--- config.mk ---
export PLATFORM = sky130hd
export DESIGN_NAME = ordered_list_store_unit
export DESIGN_NICKNAME = d
export VERILOG_FILES = /design/src/ols_pkg.sv /design/src/ordered_list_store_unit.sv /design/src/ols_cell.sv
export SDC_FILE = /design/constraint.sdc
export NUM_CORES = 1
export LEC_CHECK = 0
export BUFFER_PORTS_ARGS = -buffer_cell sky130_fd_sc_hd__buf_2
export CAP_MARGIN = 10
export CORE_UTILIZATION = 46
export DETAILED_ROUTE_END_ITERATION = 10
export PLACE_DENSITY = 0.65
export SLEW_MARGIN = 10
export SYNTH_ARGS = -nofsm -noshare
export SYNTH_HDL_FRONTEND = slang
export SYNTH_SLANG_ARGS = --single-unit
--- constraint.sdc ---
create_clock -name clk -period 7.2 [get_ports clk]
set_input_delay 0.72 -clock clk [delete_from_list [all_inputs] [get_ports clk]]
set_output_delay 0.72 -clock clk [all_outputs]
set_load 0.05 [all_outputs]
--- src/ols_pkg.sv ---
// ----------------------------------------------------------------------------
// ols_pkg
// Shared types and codes for the ordered list store: command and result
// words, op and error codes, controller states and the cell control bundle.
// ----------------------------------------------------------------------------
`timescale 1ns / 1ps
`default_nettype none

package ols_pkg;

  typedef enum logic [2:0] {
    OP_PUSH   = 3'd0,
    OP_POP    = 3'd1,
    OP_INSERT = 3'd2,
    OP_DELETE = 3'd3,
    OP_REMOVE = 3'd4,
    OP_FIND   = 3'd5,
    OP_READ   = 3'd6
  } op_t;

  typedef enum logic [1:0] {
    ERR_OK    = 2'd0,
    ERR_FULL  = 2'd1,
    ERR_EMPTY = 2'd2,
    ERR_RANGE = 2'd3
  } err_t;

  typedef enum logic {
    ST_IDLE,
    ST_RUN
  } state_t;

  typedef struct packed {
    logic [2:0]  op;
    logic [3:0]  index;
    logic [31:0] value;
  } cmd_t;

  typedef struct packed {
    logic [31:0] data;
    logic [3:0]  position;
    logic        found;
    logic [4:0]  count;
    logic        vacant;
    err_t        error;
  } res_t;

  // broadcast to every cell of the row
  typedef struct packed {
    logic step;    // queue step: pop the head, shift the row down one
    logic keep;    // popped head goes back in at the tail
    logic append;  // write the load word just past the tail
  } cell_ctl_t;

endpackage

`default_nettype wire

--- src/ordered_list_store_unit.sv ---
// ----------------------------------------------------------------------------
// ordered_list_store_unit
// Fixed-capacity ordered list held in a row of word cells. The occupied
// cells form a queue whose head is cell 0; insert, delete, remove, find and
// read rotate the list once through the head, one word a cycle bar an append.
// ----------------------------------------------------------------------------
//  channel   signals               direction   handshake
//  command   start, cmd, busy      in          taken when start && !busy
//  result    done, result          out         one cycle per strobe, no stall
//
//  push, pop, the unused op code, any error, and remove or find on an empty
//  list: busy stays low, done is high in the cycle after start.
//  delete, remove, find, read, insert: busy while the row rotates one word
//  per cycle through cell 0, held for the append on insert, then the result
//  is posted, with done high in the same cycle that busy falls.
//  rst (synchronous) empties the list; cell contents are not cleared.
// ----------------------------------------------------------------------------
`timescale 1ns / 1ps
`default_nettype none

module ordered_list_store_unit #(
  parameter int DEPTH     = 16,
  parameter int WORD_BITS = 32
) (
  input  wire logic            clk,
  input  wire logic            rst,
  input  wire logic            start,
  input  wire ols_pkg::cmd_t   cmd,
  output logic                 busy,
  output logic                 done,
  output ols_pkg::res_t        result
);

  localparam int CNT_BITS = $clog2(DEPTH + 1);
  localparam int IDX_BITS = (CNT_BITS > 4) ? CNT_BITS : 4;

  ols_pkg::state_t         state, state_next;
  logic [CNT_BITS-1:0]     count, count_next;
  logic [CNT_BITS-1:0]     n_orig;
  logic [CNT_BITS-1:0]     k, k_next;
  logic [2:0]              op_r;
  logic [3:0]              idx_r;
  logic [WORD_BITS-1:0]    val_r;
  logic                    ins_done, ins_next;
  logic                    found_r, found_next;
  logic [3:0]              pos_r, pos_next;
  logic [31:0]             data_r, data_next;
  logic                    done_next;
  ols_pkg::res_t           result_next;

  ols_pkg::cell_ctl_t      ctl;
  logic [WORD_BITS-1:0]    load_word;
  logic [WORD_BITS-1:0]    vin;
  logic [WORD_BITS-1:0]    word_q [DEPTH];
  logic [WORD_BITS-1:0]    head;
  logic                    accept, go_run, finish, list_full, list_empty;
  logic [IDX_BITS-1:0]     idx_in, idx_run, cnt_ext, k_ext;
  ols_pkg::err_t           err;

  assign busy       = (state != ols_pkg::ST_IDLE);
  assign accept     = start && !busy;
  assign vin        = WORD_BITS'(cmd.value);
  assign head       = word_q[0];
  assign list_full  = (count == CNT_BITS'(DEPTH));
  assign list_empty = (count == '0);
  assign idx_in     = IDX_BITS'(cmd.index);
  assign idx_run    = IDX_BITS'(idx_r);
  assign cnt_ext    = IDX_BITS'(count);
  assign k_ext      = IDX_BITS'(k);

  // ---------------------------------------------------------------- cell row
  for (genvar i = 0; i < DEPTH; i++) begin : g_cell
    logic [WORD_BITS-1:0] right_word;
    if (i == DEPTH - 1) begin : g_last
      assign right_word = '0;
    end else begin : g_mid
      assign right_word = word_q[i+1];
    end
    ols_cell #(
      .WORD_BITS  (WORD_BITS),
      .CNT_BITS   (CNT_BITS),
      .CELL_INDEX (i)
    ) u_cell (
      .clk        (clk),
      .ctl        (ctl),
      .len        (count),
      .right_word (right_word),
      .head_word  (head),
      .load_word  (load_word),
      .word       (word_q[i])
    );
  end

  // ------------------------------------------------------------- next state
  always_comb begin
    state_next = state;
    case (state)
      ols_pkg::ST_IDLE: begin
        if (go_run) state_next = ols_pkg::ST_RUN;
      end
      ols_pkg::ST_RUN: begin
        if (finish) state_next = ols_pkg::ST_IDLE;
      end
      default: state_next = ols_pkg::ST_IDLE;
    endcase
  end

  // ---------------------------------------------------------------- outputs
  always_comb begin
    ctl         = '0;
    load_word   = val_r;
    count_next  = count;
    k_next      = k;
    ins_next    = ins_done;
    found_next  = found_r;
    pos_next    = pos_r;
    data_next   = data_r;
    done_next   = 1'b0;
    result_next = result;
    go_run      = 1'b0;
    finish      = 1'b0;
    err         = ols_pkg::ERR_OK;

    case (state)
      ols_pkg::ST_IDLE: begin
        if (accept) begin
          load_word = vin;
          case (cmd.op)
            ols_pkg::OP_PUSH: begin
              if (list_full) begin
                err = ols_pkg::ERR_FULL;
              end else begin
                ctl.append = 1'b1;
                count_next = count + CNT_BITS'(1);
              end
            end
            ols_pkg::OP_POP: begin
              if (list_empty) err = ols_pkg::ERR_EMPTY;
              else count_next = count - CNT_BITS'(1);
            end
            ols_pkg::OP_INSERT: begin
              if (list_full) err = ols_pkg::ERR_FULL;
              else if (idx_in > cnt_ext) err = ols_pkg::ERR_RANGE;
              else go_run = 1'b1;
            end
            ols_pkg::OP_DELETE, ols_pkg::OP_READ: begin
              if (list_empty) err = ols_pkg::ERR_EMPTY;
              else if (idx_in >= cnt_ext) err = ols_pkg::ERR_RANGE;
              else go_run = 1'b1;
            end
            ols_pkg::OP_REMOVE, ols_pkg::OP_FIND: begin
              if (!list_empty) go_run = 1'b1;
            end
            default: ;
          endcase

          if (go_run) begin
            k_next     = '0;
            ins_next   = 1'b0;
            found_next = 1'b0;
            pos_next   = '0;
            data_next  = '0;
          end else begin
            done_next            = 1'b1;
            result_next.data     = '0;
            result_next.position = '0;
            result_next.found    = 1'b0;
            result_next.count    = 5'(count_next);
            result_next.vacant   = (count_next == '0);
            result_next.error    = err;
          end
        end
      end

      ols_pkg::ST_RUN: begin
        if ((k == n_orig) && ((op_r != ols_pkg::OP_INSERT) || ins_done)) begin
          finish               = 1'b1;
          done_next            = 1'b1;
          result_next.data     = data_r;
          result_next.position = pos_r;
          result_next.found    = found_r;
          result_next.count    = 5'(count);
          result_next.vacant   = list_empty;
          result_next.error    = ols_pkg::ERR_OK;
        end else begin
          case (op_r)
            ols_pkg::OP_INSERT: begin
              if (!ins_done && (k_ext == idx_run)) begin
                ctl.append = 1'b1;
                count_next = count + CNT_BITS'(1);
                ins_next   = 1'b1;
              end else begin
                ctl.step = 1'b1;
                ctl.keep = 1'b1;
                k_next   = k + CNT_BITS'(1);
              end
            end
            ols_pkg::OP_DELETE: begin
              ctl.step = 1'b1;
              ctl.keep = (k_ext != idx_run);
              k_next   = k + CNT_BITS'(1);
              if (k_ext == idx_run) count_next = count - CNT_BITS'(1);
            end
            ols_pkg::OP_REMOVE: begin
              ctl.step = 1'b1;
              ctl.keep = (head != val_r);
              k_next   = k + CNT_BITS'(1);
              if (head == val_r) count_next = count - CNT_BITS'(1);
            end
            ols_pkg::OP_FIND: begin
              ctl.step = 1'b1;
              ctl.keep = 1'b1;
              k_next   = k + CNT_BITS'(1);
              if (!found_r && (head == val_r)) begin
                found_next = 1'b1;
                pos_next   = 4'(k);
              end
            end
            ols_pkg::OP_READ: begin
              ctl.step = 1'b1;
              ctl.keep = 1'b1;
              k_next   = k + CNT_BITS'(1);
              if (k_ext == idx_run) data_next = 32'(head);
            end
            default: ;
          endcase
        end
      end

      default: ;
    endcase
  end

  // -------------------------------------------------------------- registers
  always_ff @(posedge clk) begin
    if (rst) begin
      state <= ols_pkg::ST_IDLE;
      count <= '0;
      done  <= 1'b0;
    end else begin
      state <= state_next;
      count <= count_next;
      done  <= done_next;
    end
    k        <= k_next;
    ins_done <= ins_next;
    found_r  <= found_next;
    pos_r    <= pos_next;
    data_r   <= data_next;
    result   <= result_next;
    if (go_run) begin
      op_r   <= cmd.op;
      idx_r  <= cmd.index;
      val_r  <= vin;
      n_orig <= count;
    end
  end

  // ------------------------------------------------------------- assertions
  a_done_idle: assert property (@(posedge clk) disable iff (rst)
    done |-> !busy)
    else $error("result strobe while busy");

  a_count_bound: assert property (@(posedge clk) disable iff (rst)
    count <= CNT_BITS'(DEPTH))
    else $error("fill count above capacity");

  a_quick_reply: assert property (@(posedge clk) disable iff (rst)
    (start && !busy) |=> (done || busy))
    else $error("accepted word neither answered nor in progress");

  a_err_no_change: assert property (@(posedge clk) disable iff (rst)
    (done && (result.error != ols_pkg::ERR_OK)) |-> $stable(count))
    else $error("store changed on an error");

  a_rotate_bound: assert property (@(posedge clk) disable iff (rst)
    (state == ols_pkg::ST_RUN) |-> (k <= n_orig))
    else $error("rotation step past list length");

endmodule

`default_nettype wire

--- src/ols_cell.sv ---
// ----------------------------------------------------------------------------
// ols_cell
// One word of the list row. Takes its right neighbor on a queue step, the
// head word when it is the tail and the head is kept, or the load word
// when it sits just past the tail during an append.
// ----------------------------------------------------------------------------
`timescale 1ns / 1ps
`default_nettype none

module ols_cell #(
  parameter int WORD_BITS  = 32,
  parameter int CNT_BITS   = 5,
  parameter int CELL_INDEX = 0
) (
  input  wire logic                  clk,
  input  wire ols_pkg::cell_ctl_t    ctl,
  input  wire logic [CNT_BITS-1:0]   len,
  input  wire logic [WORD_BITS-1:0]  right_word,
  input  wire logic [WORD_BITS-1:0]  head_word,
  input  wire logic [WORD_BITS-1:0]  load_word,
  output logic      [WORD_BITS-1:0]  word
);

  localparam logic [CNT_BITS-1:0] POS    = CNT_BITS'(CELL_INDEX);
  localparam logic [CNT_BITS-1:0] POS_UP = CNT_BITS'(CELL_INDEX + 1);

  always_ff @(posedge clk) begin
    if (ctl.append && (len == POS)) begin
      word <= load_word;
    end else if (ctl.step) begin
      if (POS_UP < len) begin
        word <= right_word;
      end else if ((POS_UP == len) && ctl.keep) begin
        word <= head_word;
      end
    end
  end

endmodule

`default_nettype wire

==> impl_results.md, run 1 <==
- Status: completed
- P&R area growth vs syn: 10.3%
- Lkg Pwr: between 0.01 and 0.015 µW
- Drt drc: 0
- Routed WL per cell: around 25 µm
- Count of TritonRoute iterations in the first routing pass: 6
- Critical path class: flop to flop
- Later-pin clock latency in the skew report: slightly above 0.6 ns
- Required arrival time at the worst endpoint: 7.44 ns
- Min setup slack post-route: between 2 and 2.5 ns
- Net switching fraction of the power: 0.284
- Final Routed Wirelength: ~95 mm
- Unrepaired setup endpoints after global routing: false
- Clock tree from TritonCTS: done
- Chip height: 269 µm
- Final worst-path cycle share: 0.694
- Number of instances resized during post-cts repair: 0
- Remaining antenna violation count: 0
- CTS Root Cell: clkbuf_16
- Syn nets: slightly below 3,000
- Worst slack after detailed placement: 2.35 ns
- Std-Cell Rows: 97
- Worst min path class: input pin to flop
- Final setup violating endpoints: 0
- Setup Total Neg Slack: 0 ns
- Largest net degree at the start of global routing: 103
- Effective utilization at floorplan: 0.467
- Number of global-route vias before repair: between 20,000 and 25,000
- Overall die area: ~72,000 µm²
- Maximum frequency from static timing analysis: between 200 and 250 MHz
- Count of mapped cells out of synthesis: ~2,900
- Clock Power Share: 0.362
- Placed instance area: 33,900 µm²
- Total grt overflow: 0
- Count of flip-flops with a built-in enable after synthesis: 644
- Synth Register Bits: between 600 and 700
- Synth top area cells: edfxtp_1 59%, mux2i_1 13%, o21ai_0 6.3%, nand2_1 4.8%, clkbuf_1 1.9%
- Register area share after synthesis: 0.594
- Switching Power: between 2000 and 3000 µW
- Critical Path Source Type: flop
- Post-CTS repair timing setup buffer count: 0
- Design area: 36,200 µm²
- Clock-pin slew reported for the worst setup and hold paths after clock tree synthesis: 0.07 ns
- Biggest fanout along the worst timing path: 65
- Number of buffers on the longest clock path: 3
- Combinational share of power: 0.184
- Setup slack, reg-to-reg: ~2.2 ns
- Flip-flop cell with the highest count after synthesis: edfxtp_1
- Maximum clock skew at final layout: around 0.028 ns
- Ratio of total power to cell area: 274 nW/µm²
- Most frequent cells in the layout: 644 x edfxtp_1, 422 x nand2_1, 416 x o21ai_0
- Number of CTS-inserted buffers: 73
- Detail Placement HPWL: approximately 62 mm
- RD Place Congestion: ~0.97
- Core Box Area: ~70,000 µm²
- Post-DR vias/cell: 5.94
- Worst max-slew margin expressed relative to the limit: 0.209
- Global-route wire length before repair: 140 mm
- H-tree levels: 3
- Number of I/O port buffers: 88
- Starting DRC count in detailed routing: 2,568
- Commonest non-fill, non-tap cell in the layout: edfxtp_1
- Sink Count: 651
- Layout cell share with drive strength beyond 1: 0.126
- Post-Synthesis Cell Area: approximately 33,000 µm²
- Number of buffers added to fix hold violations after cts: 0
- Crit path capture type: flop
- Internal Pwr Total: roughly 7100 µW
- Area share of the largest cell type after synthesis: 0.590
- Net count of the finished layout: around 2,800
- Share of async-settable or async-resettable flops after synthesis: 0
- Synthesized area per cell: around 11 µm²
- Biggest area consumer among synthesized cells: edfxtp_1
- Vias post-DR: roughly 23,000
- Sequential power share: 0.454
- Peak ir drop on the vdd network: 160 µV
- Final critical path time including I/O delays and setup: 5.00 ns
- Global routing usage summed across all routing layers: 0.264
- Horizontal die dimension: 269 µm
- Antenna violations before repair: 4
- Max-slew violation count: 0
- Warning count from the yosys run: 0
- Boundary Pins: 89
- Distinct cell type count of the synthesized netlist: 68
- Slew at the pin closest to its max-slew limit: 1.19 ns
- Critical Path AT: between 5 and 6 ns
- Max cap viols: 0
- Final hold violations: 0
[critical path: stages (launching register included)]
cell and delay [ns]:
dfxtp_1 0.65, inv_1 0.29, ha_1 0.45, nand4bb_1 0.37
nand2_1 0.25, o22ai_2 0.77, and3_2 1.04, a21o_2 0.74
[synthesized netlist by cell type, drive strengths merged, types with 10 or more instances]
cell and count:
mux2 49, edfxtp 644, nor2 156, and2 78
or3 19, nor3 28, nand3 15, and3 14
a211oi 18, nand2 423, inv 15, a21oi 121
o21ai 417, mux2i 413, clkbuf 176, xnor2 40
buf 104, ha 10, o221ai 22
[per-layer routing]
layer  GRT usage  wire length, µm  vias to the layer above
met5           0               22                        -
met4       0.114             3980                        4
met3      0.0515             8340                      207
met2       0.416            43400                     1095
met1       0.355            39500                    11000
li1            -                -                    10200
[final cells by class]
class                   count  area, µm²
fillers                  5996      34100
well taps                 940       1180
clock inverters            30        248
clock buffers              97       1980
flip-flops and latches    651      19500
repair buffers            146        916
inverters                  15       56.3
multi-input cells        1908      12300
diodes                      1       2.50
[power by group through the flow]
stage / sequential (µW) / clock (µW) / combinational (µW)
final: 4510 / 3590 / 1820
after global placement: 4590 / 0 / 1770
after detailed placement: 4590 / 0 / 1790
after global routing: 4530 / 3750 / 1930
after floorplan: 4700 / 0 / 1140
after CTS: 4520 / 3620 / 1800
[per-stage QoR]
stage,std cells,total power [µW],hold slack (ns),util
global placement,3658,6360,0.508,0.482
global route,3787,10200,0.287,0.515
CTS,3785,9930,0.272,0.514
detailed placement,3658,6390,0.510,0.482
finish,3788,9930,0.299,0.515
floorplan,2854,5840,0.409,-
[flip-flops by register name, indices dropped and copies added (netlist names)]
signal and flops:
result 45, k 5, ins_done 1, g_cell.u_cell.word 512
done 1, n_orig 5, busy 1, found_r 1
idx_r 4, op_r 3, data_r 32, pos_r 4
val_r 32, cnt_ext 5
[worst paths after layout]
kind              startpoint                         end  cells past startpoint
setup / recovery  cnt_ext[1]  g_cell[14].u_cell.word[28]                      7
hold / removal        cmd[2]                    val_r[2]                      1
setup reg to reg  cnt_ext[1]  g_cell[14].u_cell.word[28]                      7
hold reg to reg   data_r[10]                  result[23]                      1
[cell families (layout without fill, tap and decap cells)]
family	Yosys count	in the layout	share of synthesized area
and+or+nand+nor	761	761	0.101
xor gates and xnor gates	48	48	0.0128
AOI/OAI and AO/OA	627	627	0.106
adders and majority gates	10	10	0.00381
muxes	462	462	0.143
DFF	651	651	0.594
other	0	1	0
buffers and inverters	295	288	0.0396
Power figures use the tool's default switching activity.
==> run 2: changes to the inputs <==
--- a/config.mk
+++ b/config.mk
@@ -9,7 +9,7 @@
 export CAP_MARGIN = 10
 export CORE_UTILIZATION = 46
 export DETAILED_ROUTE_END_ITERATION = 10
-export PLACE_DENSITY = 0.65
+export PLACE_DENSITY = 0.67
 export SLEW_MARGIN = 10
 export SYNTH_ARGS = -nofsm -noshare
 export SYNTH_HDL_FRONTEND = slang
==> constraint.sdc (replaced) <==
create_clock -name clk -period 4.3 [get_ports clk]
set_input_delay 0.43 -clock clk [delete_from_list [all_inputs] [get_ports clk]]
set_output_delay 0.43 -clock clk [all_outputs]
set_load 0.05 [all_outputs]
==> run 2 against run 1 <==
  * Combinational power up 69%
  * Flip-flop and latch count unchanged
  * Sequential power up 67%
  * Sequential share of layout area down 0.61 points
  * Maximum frequency up 25%
  * Core utilization up 0.58 points
  * Final cell count up 1.1%
  * Worst hold slack worse by 0.28 ns
==> impl_results.md, run 2 (synthesis results as in run 1) <==
- Status: completed
- Global-route wire length before repair: 141 mm (+1.0%)
- Drt drc: 0 (unchanged)
- Biggest fanout along the worst timing path: 32 (-51%)
- Cell with the biggest individual delay on the critical path: and3_2
- Number of placed cells counting well taps: 3,698 (+1.1%)
- Commonest non-fill, non-tap cell in the layout: edfxtp_1
- RD Place Congestion: 0.876 (-9.3%)
- Clock tree from TritonCTS: done
- Lkg Pwr: 0.0132 µW (+1.9%)
- Maximum frequency from static timing analysis: 250 MHz (+25%)
- Max FFs per register: 512 (unchanged)
- Max-slew violation count: 0 (unchanged)
- Clock-pin slew reported for the worst setup and hold paths after clock tree synthesis: 0.07 ns (about the same)
- Later-pin clock latency in the skew report: 0.62 ns (about the same)
- Design area: 36,600 µm² (+1.1%)
- Chip height: 269 µm (unchanged)
- Total grt overflow: 0 (unchanged)
- Number of buffers on the longest clock path: 3 (unchanged)
- Starting DRC count in detailed routing: 2,483 (-3.3%)
- Critical Path Source Type: flop
- Wire length on met3: 8.84 mm (+6.0%)
- Uppermost routed layer: met5
- Setup Total Neg Slack: 0 ns (unchanged)
- Final instance count without filler cells: 3,831 (+1.1%)
- Final setup violating endpoints: 0 (unchanged)
- Sum of buffers and inverters on the critical path: 2 (+1)
- Number of CTS-inserted buffers: 70 (-4.1%)
- Worst slack after detailed placement: 0.464 ns (-1.88 ns)
- Largest net degree at the start of global routing: 65 (-37%)
- Critical path class: flop to flop
- Critical path's top delay family: simple AND/OR/NAND/NOR gates
- Detail Placement HPWL: 57.3 mm (-7.8%)
- Number of I/O port buffers: 88 (unchanged)
- Core Box Area: 70,300 µm² (unchanged)
- Horizontal die dimension: 269 µm (unchanged)
- Number of global-route vias before repair: 22,400 (+5.3%)
- Worst max-slew margin expressed relative to the limit: 0.237 (+0.0277)
- Register with the highest flop count: g_cell.u_cell.word
- Critical Path AT: 4.28 ns (-0.96 ns)
- Net count of the finished layout: 2,889 (+1.5%)
- Count of TritonRoute iterations in the first routing pass: 6 (unchanged)
- Placed instance area: 34,400 µm² (+1.5%)
- Ratio of total power to cell area: 447 nW/µm² (+63%)
- Final Routed Wirelength: 94.1 mm (-1.2%)
- Antenna violations before repair: 2 (-2)
- Layout cell share with drive strength beyond 1: 0.137 (+0.0113)
- Effective utilization at floorplan: 0.467 (unchanged)
- Max cap viols: 0 (unchanged)
- Number of instances resized during post-cts repair: 0 (unchanged)
- Final hold violations: 0 (unchanged)
- H-tree levels: 3 (unchanged)
- CTS Root Cell: clkbuf_16
- Delay of the slowest cell on the worst path: 0.70 ns (-0.34 ns)
- P&R area growth vs syn: 11.5%
- Worst min path class: input pin to flop
- Sum of routed wire segments on met1: 37.9 mm (-4.0%)
- DR WL met2: 43.9 mm (+1.2%)
- Most frequent cells in the layout: 644 x edfxtp_1, 422 x nand2_1, 416 x o21ai_0
- Slew at the pin closest to its max-slew limit: 1.14 ns (-0.0441 ns)
- Final worst-path cycle share: 0.930 (+0.236)
- Unrepaired setup endpoints after global routing: false
- Maximum clock skew at final layout: 0.0243 ns (-0.00337 ns)
- Sink Count: 651 (unchanged)
- Overall die area: 72,400 µm² (unchanged)
- Crit path capture type: flop
- Remaining antenna violation count: 0 (unchanged)
- Top flop regs: g_cell.u_cell.word (512), result (45)
- Routed WL per cell: 24.6 µm (-2.3%)
- Vias post-DR: 23,000 (+2.2%)
- Post-DR vias/cell: 6.01 (+1.1%)
- Global routing usage summed across all routing layers: 0.262 (-0.00175)
- Required arrival time at the worst endpoint: 4.58 ns (-2.86 ns)
- Peak ir drop on the vdd network: 304 µV (+90%)
- Std-Cell Rows: 97 (unchanged)
- Boundary Pins: 89 (unchanged)
- Fillers: 5,937 (-0.98%)
- Final critical path time including I/O delays and setup: 4.00 ns (-0.996 ns)
- Min setup slack post-route: 0.301 ns (-1.90 ns)
- Final total power: 16,400 µW (+65%)
- Cell-by-cell trace of the critical path: inv_1 > ha_1 > nand4bb_1 > nand2_1 > o22ai_2 > and3_2 > a211o_2 > buf_12
## run 2: worst paths after layout
| kind | from | end | slack [ns] | depth (start not counted) |
|---|---|---|---|---|
| setup / recovery | cnt_ext[1] | g_cell[7].u_cell.word[18] | 0.30 | 8 |
| hold / removal | cmd[19] | val_r[19] | 0.02 | 1 |
| setup reg to reg | cnt_ext[1] | g_cell[7].u_cell.word[18] | 0.30 | 8 |
| hold reg to reg | pos_r[3] | result[12] | 0.52 | 1 |
## run 2: what timing repair did
action	CTS	global route
endpoints found under the hold margin	7	0
endpoints found under the setup margin	0	0
hold buffers	7	0
buffers inserted	0	0
## run 2: power breakdown
part           internal [µW]  total, µW  switching (µW)
logic                   1050       3080            2030
registers               7410       7540             129
clock network           3210       5740            2520
total                  11700      16400            4680
## run 2: per-layer routing
layer	GRT usage	vias to the layer above
met1	0.354	11300
met4	0.106	2
met5	0	-
met2	0.420	1170
met3	0.0439	182
li1	-	10300
## run 2: through the flow
step	hold slack [ns]	util
2_1_floorplan	0.409	-
3_3_place_gp	0.512	0.490
3_5_place_dp	0.511	0.490
4_1_cts	0.00176	0.521
5_1_grt	0.0144	0.521
6_report	0.0207	0.521
## run 2: final cells by class
type,instances,area [µm²],share of cell area
clock inverters,37,263,0.00718
clock buffers,87,1840,0.0502
diodes,2,5.00,0.000137
inverters,15,56.3,0.00154
repair buffers,191,1440,0.0395
multi-input cells,1908,12300,0.337
well taps,940,1180,0.0322
flip-flops and latches,651,19500,0.533
## run 2: worst reg2reg max path: cells and delay by family (launching register included)
| kind | cells | cell delay [ns] |
|---|---|---|
| compound gates | 2 | 0.81 |
| simple gates | 3 | 1.16 |
| buf+inv | 2 | 0.59 |
| flops | 1 | 0.66 |
| fa+ha+maj | 1 | 0.41 |
